$ cat config.mk
export PLATFORM = sky130hd
export DESIGN_NAME = fifo_with_delete_by_value
export DESIGN_NICKNAME = d
export VERILOG_FILES = /design/src/rtl/fqd_pkg.sv /design/src/rtl/fqd_ctrl.sv /design/src/rtl/fqd_dp.sv /design/src/rtl/fifo_with_delete_by_value.sv
export SDC_FILE = /design/constraint.sdc
export NUM_CORES = 1
export LEC_CHECK = 0
export BUFFER_PORTS_ARGS = -buffer_cell sky130_fd_sc_hd__buf_2
export CAP_MARGIN = 20
export CORE_ASPECT_RATIO = 1.5
export CORE_UTILIZATION = 45
export DETAILED_ROUTE_END_ITERATION = 8
export GPL_TIMING_DRIVEN = 1
export PLACE_DENSITY = 0.64
export SLEW_MARGIN = 15
export SYNTH_ARGS = -nofsm -noshare
export SYNTH_HDL_FRONTEND = slang
export SYNTH_SLANG_ARGS = --single-unit
$ cat constraint.sdc
create_clock -name clk_i -period 3.9 [get_ports clk_i]
set_input_delay 0.39 -clock clk_i [delete_from_list [all_inputs] [get_ports clk_i]]
set_output_delay 0.39 -clock clk_i [all_outputs]
set_load 0.02 [all_outputs]
$ cat src/rtl/fqd_pkg.sv
// ----------------------------------------------------------------------------
// fqd_pkg
// Shared constants, codes and controller/datapath interface types for the
// queue with delete by value.
// ----------------------------------------------------------------------------
package fqd_pkg;

  localparam int unsigned Capacity = 16;
  localparam int unsigned CountW   = $clog2(Capacity + 1);
  localparam int unsigned IdxW     = $clog2(Capacity);
  localparam int unsigned DataW    = 32;
  localparam int unsigned OccW     = 5;
  localparam int unsigned OutDataW = ((DataW + OccW + 7) / 8) * 8;

  typedef enum logic [1:0] {
    OP_ENQ  = 2'd0,
    OP_DEL  = 2'd1,
    OP_LIST = 2'd2,
    OP_NOP  = 2'd3
  } op_e;

  typedef enum logic [1:0] {
    ST_OK        = 2'd0,
    ST_FULL      = 2'd1,
    ST_EMPTY     = 2'd2,
    ST_NOT_FOUND = 2'd3
  } status_e;

  typedef enum logic [2:0] {
    S_IDLE,
    S_EXEC,
    S_SEARCH,
    S_DEL,
    S_MISS,
    S_LIST
  } state_e;

  typedef struct packed {
    logic    load;
    logic    idx_inc;
    logic    enq;
    logic    del;
    logic    emit;
    status_e status;
    logic    entry;
  } cmd_t;

  typedef struct packed {
    op_e  op;
    logic full;
    logic empty;
    logic hit;
    logic idx_last;
    logic out_free;
  } sts_t;

endpackage

$ cat src/rtl/fqd_ctrl.sv
// ----------------------------------------------------------------------------
// fqd_ctrl
// Controller state machine: sequences one operation at a time and drives the
// datapath through commands.
// ----------------------------------------------------------------------------
module fqd_ctrl (
  input  logic          clk_i,
  input  logic          rst_ni,
  input  logic          in_valid_i,
  output logic          in_ready_o,
  input  fqd_pkg::sts_t sts_i,
  output fqd_pkg::cmd_t cmd_o
);

  fqd_pkg::state_e state_q, state_d;

  always_ff @(posedge clk_i or negedge rst_ni) begin
    if (!rst_ni) begin
      state_q <= fqd_pkg::S_IDLE;
    end else begin
      state_q <= state_d;
    end
  end

  always_comb begin
    state_d    = state_q;
    cmd_o      = '0;
    in_ready_o = 1'b0;
    unique case (state_q)
      fqd_pkg::S_IDLE: begin
        in_ready_o = 1'b1;
        if (in_valid_i) begin
          cmd_o.load = 1'b1;
          state_d    = fqd_pkg::S_EXEC;
        end
      end
      fqd_pkg::S_EXEC: begin
        if (sts_i.out_free) begin
          unique case (sts_i.op)
            fqd_pkg::OP_ENQ: begin
              cmd_o.emit   = 1'b1;
              cmd_o.enq    = !sts_i.full;
              cmd_o.status = sts_i.full ? fqd_pkg::ST_FULL : fqd_pkg::ST_OK;
              state_d      = fqd_pkg::S_IDLE;
            end
            fqd_pkg::OP_DEL: begin
              if (sts_i.empty) begin
                cmd_o.emit   = 1'b1;
                cmd_o.status = fqd_pkg::ST_EMPTY;
                state_d      = fqd_pkg::S_IDLE;
              end else begin
                state_d = fqd_pkg::S_SEARCH;
              end
            end
            fqd_pkg::OP_LIST: begin
              if (sts_i.empty) begin
                cmd_o.emit   = 1'b1;
                cmd_o.status = fqd_pkg::ST_EMPTY;
                state_d      = fqd_pkg::S_IDLE;
              end else begin
                state_d = fqd_pkg::S_LIST;
              end
            end
            fqd_pkg::OP_NOP: begin
              cmd_o.emit   = 1'b1;
              cmd_o.status = fqd_pkg::ST_OK;
              state_d      = fqd_pkg::S_IDLE;
            end
            default: state_d = fqd_pkg::S_IDLE;
          endcase
        end
      end
      fqd_pkg::S_SEARCH: begin
        if (sts_i.hit) begin
          state_d = fqd_pkg::S_DEL;
        end else if (sts_i.idx_last) begin
          state_d = fqd_pkg::S_MISS;
        end else begin
          cmd_o.idx_inc = 1'b1;
        end
      end
      fqd_pkg::S_DEL: begin
        if (sts_i.out_free) begin
          cmd_o.del    = 1'b1;
          cmd_o.emit   = 1'b1;
          cmd_o.status = fqd_pkg::ST_OK;
          state_d      = fqd_pkg::S_IDLE;
        end
      end
      fqd_pkg::S_MISS: begin
        if (sts_i.out_free) begin
          cmd_o.emit   = 1'b1;
          cmd_o.status = fqd_pkg::ST_NOT_FOUND;
          state_d      = fqd_pkg::S_IDLE;
        end
      end
      fqd_pkg::S_LIST: begin
        if (sts_i.out_free) begin
          cmd_o.emit   = 1'b1;
          cmd_o.entry  = 1'b1;
          cmd_o.status = fqd_pkg::ST_OK;
          if (sts_i.idx_last) begin
            state_d = fqd_pkg::S_IDLE;
          end else begin
            cmd_o.idx_inc = 1'b1;
          end
        end
      end
      default: state_d = fqd_pkg::S_IDLE;
    endcase
  end

endmodule

$ cat src/rtl/fqd_dp.sv
// ----------------------------------------------------------------------------
// fqd_dp
// Datapath: entry registers, occupancy count, walk index, latched request and
// the output register.
// ----------------------------------------------------------------------------
module fqd_dp (
  input  logic                         clk_i,
  input  logic                         rst_ni,
  input  logic [1:0]                   in_op_i,
  input  logic [fqd_pkg::DataW-1:0]    in_value_i,
  input  fqd_pkg::cmd_t                cmd_i,
  output fqd_pkg::sts_t                sts_o,
  output logic                         out_valid_o,
  input  logic                         out_ready_i,
  output logic [1:0]                   out_status_o,
  output logic [fqd_pkg::DataW-1:0]    out_entry_o,
  output logic                         out_last_o,
  output logic [fqd_pkg::OccW-1:0]     out_occ_o
);

  logic [fqd_pkg::DataW-1:0]  store_q [fqd_pkg::Capacity];
  logic [fqd_pkg::DataW-1:0]  store_d [fqd_pkg::Capacity];
  logic [fqd_pkg::CountW-1:0] count_q, count_d;
  logic [fqd_pkg::IdxW-1:0]   idx_q, idx_d;
  fqd_pkg::op_e               op_q;
  logic [fqd_pkg::DataW-1:0]  value_q;
  logic                       out_valid_q, out_valid_d;
  logic [1:0]                 out_status_q;
  logic [fqd_pkg::DataW-1:0]  out_entry_q;
  logic                       out_last_q;
  logic [fqd_pkg::OccW-1:0]   out_occ_q;
  logic [fqd_pkg::DataW-1:0]  rd_data;
  logic                       idx_last;
  logic                       out_free;

  assign rd_data  = store_q[idx_q];
  assign idx_last = (fqd_pkg::CountW'(idx_q) + fqd_pkg::CountW'(1)) == count_q;
  assign out_free = !out_valid_q || out_ready_i;

  assign sts_o.op       = op_q;
  assign sts_o.full     = count_q == fqd_pkg::CountW'(fqd_pkg::Capacity);
  assign sts_o.empty    = count_q == '0;
  assign sts_o.hit      = rd_data == value_q;
  assign sts_o.idx_last = idx_last;
  assign sts_o.out_free = out_free;

  always_comb begin
    store_d = store_q;
    count_d = count_q;
    if (cmd_i.enq) begin
      store_d[count_q[fqd_pkg::IdxW-1:0]] = value_q;
      count_d = count_q + fqd_pkg::CountW'(1);
    end
    if (cmd_i.del) begin
      for (int i = 0; i < fqd_pkg::Capacity - 1; i++) begin
        if (fqd_pkg::IdxW'(i) >= idx_q) begin
          store_d[i] = store_q[i+1];
        end
      end
      count_d = count_q - fqd_pkg::CountW'(1);
    end
  end

  always_comb begin
    idx_d = idx_q;
    if (cmd_i.load) begin
      idx_d = '0;
    end else if (cmd_i.idx_inc) begin
      idx_d = idx_q + fqd_pkg::IdxW'(1);
    end
  end

  always_comb begin
    out_valid_d = out_valid_q;
    if (out_ready_i) begin
      out_valid_d = 1'b0;
    end
    if (cmd_i.emit) begin
      out_valid_d = 1'b1;
    end
  end

  always_ff @(posedge clk_i or negedge rst_ni) begin
    if (!rst_ni) begin
      count_q     <= '0;
      idx_q       <= '0;
      out_valid_q <= 1'b0;
    end else begin
      count_q     <= count_d;
      idx_q       <= idx_d;
      out_valid_q <= out_valid_d;
    end
  end

  always_ff @(posedge clk_i) begin
    store_q <= store_d;
    if (cmd_i.load) begin
      op_q    <= fqd_pkg::op_e'(in_op_i);
      value_q <= in_value_i;
    end
    if (cmd_i.emit) begin
      out_status_q <= cmd_i.status;
      out_entry_q  <= cmd_i.entry ? rd_data : '0;
      out_last_q   <= cmd_i.entry ? idx_last : 1'b1;
      out_occ_q    <= fqd_pkg::OccW'(count_d);
    end
  end

  assign out_valid_o  = out_valid_q;
  assign out_status_o = out_status_q;
  assign out_entry_o  = out_entry_q;
  assign out_last_o   = out_last_q;
  assign out_occ_o    = out_occ_q;

endmodule

$ cat src/rtl/fifo_with_delete_by_value.sv
// ----------------------------------------------------------------------------
// fifo_with_delete_by_value
// Bounded ordered queue of signed 32-bit values with enqueue, delete of the
// first matching value and listing of all entries.
//
//   Channel  Direction  tdata                                tuser   tlast
//   s_axis   in         [31:0] value                         opcode  -
//   m_axis   out        [31:0] entry_value, [36:32] occupancy status  last
//
// One transaction is handled at a time. The delete search walks the entry
// registers one per cycle. Reset empties the queue. A stalled output holds the
// controller in place.
// ----------------------------------------------------------------------------
module fifo_with_delete_by_value (
  input  logic                          clk_i,
  input  logic                          rst_ni,
  input  logic                          s_axis_tvalid_i,
  output logic                          s_axis_tready_o,
  input  logic [fqd_pkg::DataW-1:0]     s_axis_tdata_i,  // [31:0] value
  input  logic [1:0]                    s_axis_tuser_i,  // [1:0] opcode
  output logic                          m_axis_tvalid_o,
  input  logic                          m_axis_tready_i,
  output logic [fqd_pkg::OutDataW-1:0]  m_axis_tdata_o,  // [31:0] entry_value, [36:32] occupancy
  output logic [1:0]                    m_axis_tuser_o,  // [1:0] status
  output logic                          m_axis_tlast_o
);

  fqd_pkg::cmd_t                cmd;
  fqd_pkg::sts_t                sts;
  logic [fqd_pkg::DataW-1:0]    out_entry;
  logic [fqd_pkg::OccW-1:0]     out_occ;

  fqd_ctrl u_ctrl (
    .clk_i      (clk_i),
    .rst_ni     (rst_ni),
    .in_valid_i (s_axis_tvalid_i),
    .in_ready_o (s_axis_tready_o),
    .sts_i      (sts),
    .cmd_o      (cmd)
  );

  fqd_dp u_dp (
    .clk_i        (clk_i),
    .rst_ni       (rst_ni),
    .in_op_i      (s_axis_tuser_i),
    .in_value_i   (s_axis_tdata_i),
    .cmd_i        (cmd),
    .sts_o        (sts),
    .out_valid_o  (m_axis_tvalid_o),
    .out_ready_i  (m_axis_tready_i),
    .out_status_o (m_axis_tuser_o),
    .out_entry_o  (out_entry),
    .out_last_o   (m_axis_tlast_o),
    .out_occ_o    (out_occ)
  );

  assign m_axis_tdata_o = {{(fqd_pkg::OutDataW - fqd_pkg::DataW - fqd_pkg::OccW){1'b0}},
                           out_occ, out_entry};

endmodule

==> flow_summary.ini <==
[run_status]
outcome = finished clean

[layout]
fin_nets = 3104
area_delta_synth_final_pct = 13.58
final_cells = 3973
design_area_um2 = 33260
multi_input_comb_area_um2 = 15040
mostFrequentLayoutCells = mux2i_1 (504), dfxtp_1 (480), nand2_1 (389), o21ai_0 (296), nor2_1 (294)
layout_commonest_cell = mux2i_1
antenna_cells = 0
fillers = 5675
fin_util_pct = 51.70
drive_gt1_share_pct = 13.37
seqCellArea_um2 = 13130

[worst_hold_path]
holdPathStages = 3
min_to = u_dp.out_valid_o
min_path_type = primary input to register
hold_path.startpoint = m_axis_tready_i

[routing]
first_pass_iters = 6
drc_errors = 0
routed_wl_um = 101700
drt_iter0_drc = 2573
drt.antenna.violating_nets = 0
via_per_inst = 6.101
via_count = 24240
routedWlPerCell_um = 25.60

[cts]
cts_buffers = 57
clock_latency_ps = 640
clockBufferDepth = 3
tritoncts = built
htree_num_levels = 2
ctsRootBufferMaster = clkbuf_16
clock-sinks = 599
clk_pin_slew_worst_paths_ps = 70

[grt]
antenna_found_initial = 0
grt_max_degree = 65
grt_pass1_wl_um = 149800
overflow = 0
grt_pass1_vias = 23950
grt_usage_pct = 30.42

[sta]
hold_ws_ps = 112.5
finalSetupTns_ps = 0
layout_min_cycle_time_ps = 3783
setup_viol = 0
fmax_mhz = 264.4
min_period_over_period_pct = 96.99
drv_slew = 0
hold_viol_final = 0
tightest_slew_ps = 1020
finClkSkew_ps = 11.50
grt_setup_unrepaired = false
maxSlewHeadroom_pct = 32.03

[die]
die_area_um2 = 66120
rows = 114
chipWidth_um = 210.3
io_pins = 83
die_height_um = 314.4
core_area_um2 = 64330
start_util_pct = 45.52

[power_and_ir_drop]
ir_drop_uv = 380.7
total_leakage_power_nw = 13.69
p_per_area_nw_per_um2 = 762.5

[worst_setup_path]
r2r_cells = 11
crit_chain = buf_12 > buf_4 > mux2i_1 > a22oi_1 > a21o_1 > a211oi_2 > a2bb2oi_1 > or4_1 > or3_4 > nand4_1 > a31oi_1
worstReg2RegStart = u_dp.idx_q[3]
cp-end-kind = register
worst-path-buf-inv = 2
cp.required_ps = 4390
regToRegEndpoint = u_ctrl.state_q[2]
crit_fanout = 30
r2r_slack_ps = 120
cp-start-kind = register
cp_data_arrival_time_ps = 4280
cp_top_family = simple AND/OR/NAND/NOR gates
crit_type = register to register
slowest_stage = dfrtp_4
max_stage_delay_ps = 690

[placed_design]
port_buffers = 79
hpwl_um = 63220
dp.cells = 3830
gp_congestion = 0.9098
placed_area_um2 = 30840

[logic_synthesis]
yosysSeqAreaShare_pct = 44.80
synth-edff-count = 106
synth-async-reset-ratio_pct = 2.170
synth-main-ff-cell = dfxtp_1
ys_seq_elements = 599
synth-warning-count = 0
synth.distinct_cells = 74
syn_avg_cell_area_um2 = 9.551
postSynthCellCount = 3066
synthesis.area_um2 = 29280

[job]
cap_violations = 0
## layer usage
metal	GRT usage, %	wire (um)	up-vias
met2	50.49	48320	1226
met3	4.619	7732	368
met5	0	0	-
li1	-	-	10850
met1	35.62	37830	11790
met4	22.48	7811	0
## synthesized netlist by cell type (all sizes together) (5+ instances only)
| cell | n | area share, % |
|---|---|---|
| a211oi | 19 | 0.50 |
| a21oi | 249 | 4.3 |
| a221oi | 12 | 0.38 |
| a22o | 5 | 0.15 |
| a22oi | 41 | 1.1 |
| a31oi | 37 | 0.79 |
| and2 | 9 | 0.19 |
| and3 | 7 | 0.15 |
| buf | 77 | 1.7 |
| clkbuf | 206 | 2.7 |
| dfrtp | 13 | 1.1 |
| dfxtp | 480 | 33 |
| edfxtp | 106 | 11 |
| ha | 12 | 0.51 |
| inv | 18 | 0.23 |
| mux2i | 505 | 17 |
| mux4 | 85 | 6.6 |
| nand2 | 396 | 5.1 |
| nand2b | 9 | 0.19 |
| nand3 | 25 | 0.43 |
| nor2 | 301 | 3.9 |
| nor2b | 25 | 0.53 |
| nor3 | 15 | 0.26 |
| nor3b | 5 | 0.13 |
| nor4 | 5 | 0.16 |
| o211ai | 5 | 0.13 |
| o21ai | 302 | 5.2 |
| xnor2 | 20 | 0.60 |
| xor2 | 22 | 0.66 |
## sequential cells by signal, summed over array words and instances, names as in the netlist, 2 cells and up, named ones only
| signal | flops |
|---|---|
| u_dp.op_q | 2 |
| u_ctrl.state_q | 3 |
| u_dp.count_q | 5 |
| u_dp.out_entry_o | 32 |
| u_dp.store_q | 480 |
| u_dp.value_q | 32 |
| u_dp.out_occ_o | 5 |
| u_dp.idx_q | 4 |
| u_dp.out_status_o | 2 |
## where the power goes
part | internal (mW) | leakage [nW] | switching (mW)
combinational | 3.54 | 7.54 | 4.71
clock | 3.56 | 1.03 | 2.55
sequential | 8.82 | 5.12 | 2.18
## stage by stage
step | worst slack (ps) | power (mW)
2_1_floorplan | 488.7 | 16.09
3_3_place_gp | 177.2 | 18.74
3_5_place_dp | 211.7 | 19.12
4_1_cts | 179.9 | 25.22
5_1_grt | 5.389 | 26.50
6_report | 117.2 | 25.36
## repair_timing
| item | 4_1_cts | 5_1_grt |
|---|---|---|
| setup endpoints to repair | 0 | 1 |
| endpoints found under the hold margin | 47 | 0 |
| hold buffers | 35 | 0 |
| resized for setup | 0 | 1 |
| buffers inserted | 0 | 0 |
## worst min-delay path: stages
cell and delay [ps]:
buf_2 80, nand2b_1 160, nand2_1 70
## how the worst max path moves through the flow
stage | start | end | cells after the start | slack (ps)
floorplan | u_dp.count_q[2] | u_dp.out_entry_o[0] | 8 | 490
global placement | u_dp.idx_q[3] | u_dp.idx_q[1] | 10 | 180
detailed placement | u_dp.idx_q[3] | u_ctrl.state_q[2] | 11 | 210
CTS | u_dp.idx_q[3] | u_ctrl.state_q[2] | 11 | 180
global route | u_dp.idx_q[0] | u_ctrl.state_q[2] | 10 | 5
finish | u_dp.idx_q[3] | u_ctrl.state_q[2] | 11 | 120
## kinds of logic after synthesis
group	Yosys count	share of synthesized area, %
simple gates	816	11.48
fa+ha+maj	12	0.5127
other cells	1	0.01281
flops	599	44.80
mux	593	24.01
compound gates	701	13.36
xor+xnor	42	1.256
buf+inv	302	4.576
## area by class of cell
class,instances,share of cell area [%]
well taps,870,3.273
flip-flops and latches,599,39.49
clock buffers,76,5.056
multi-input cells,2167,45.23
repair buffers,210,5.613
clock inverters,32,1.129
inverters,19,0.2144
Power figures use the tool's default switching activity.
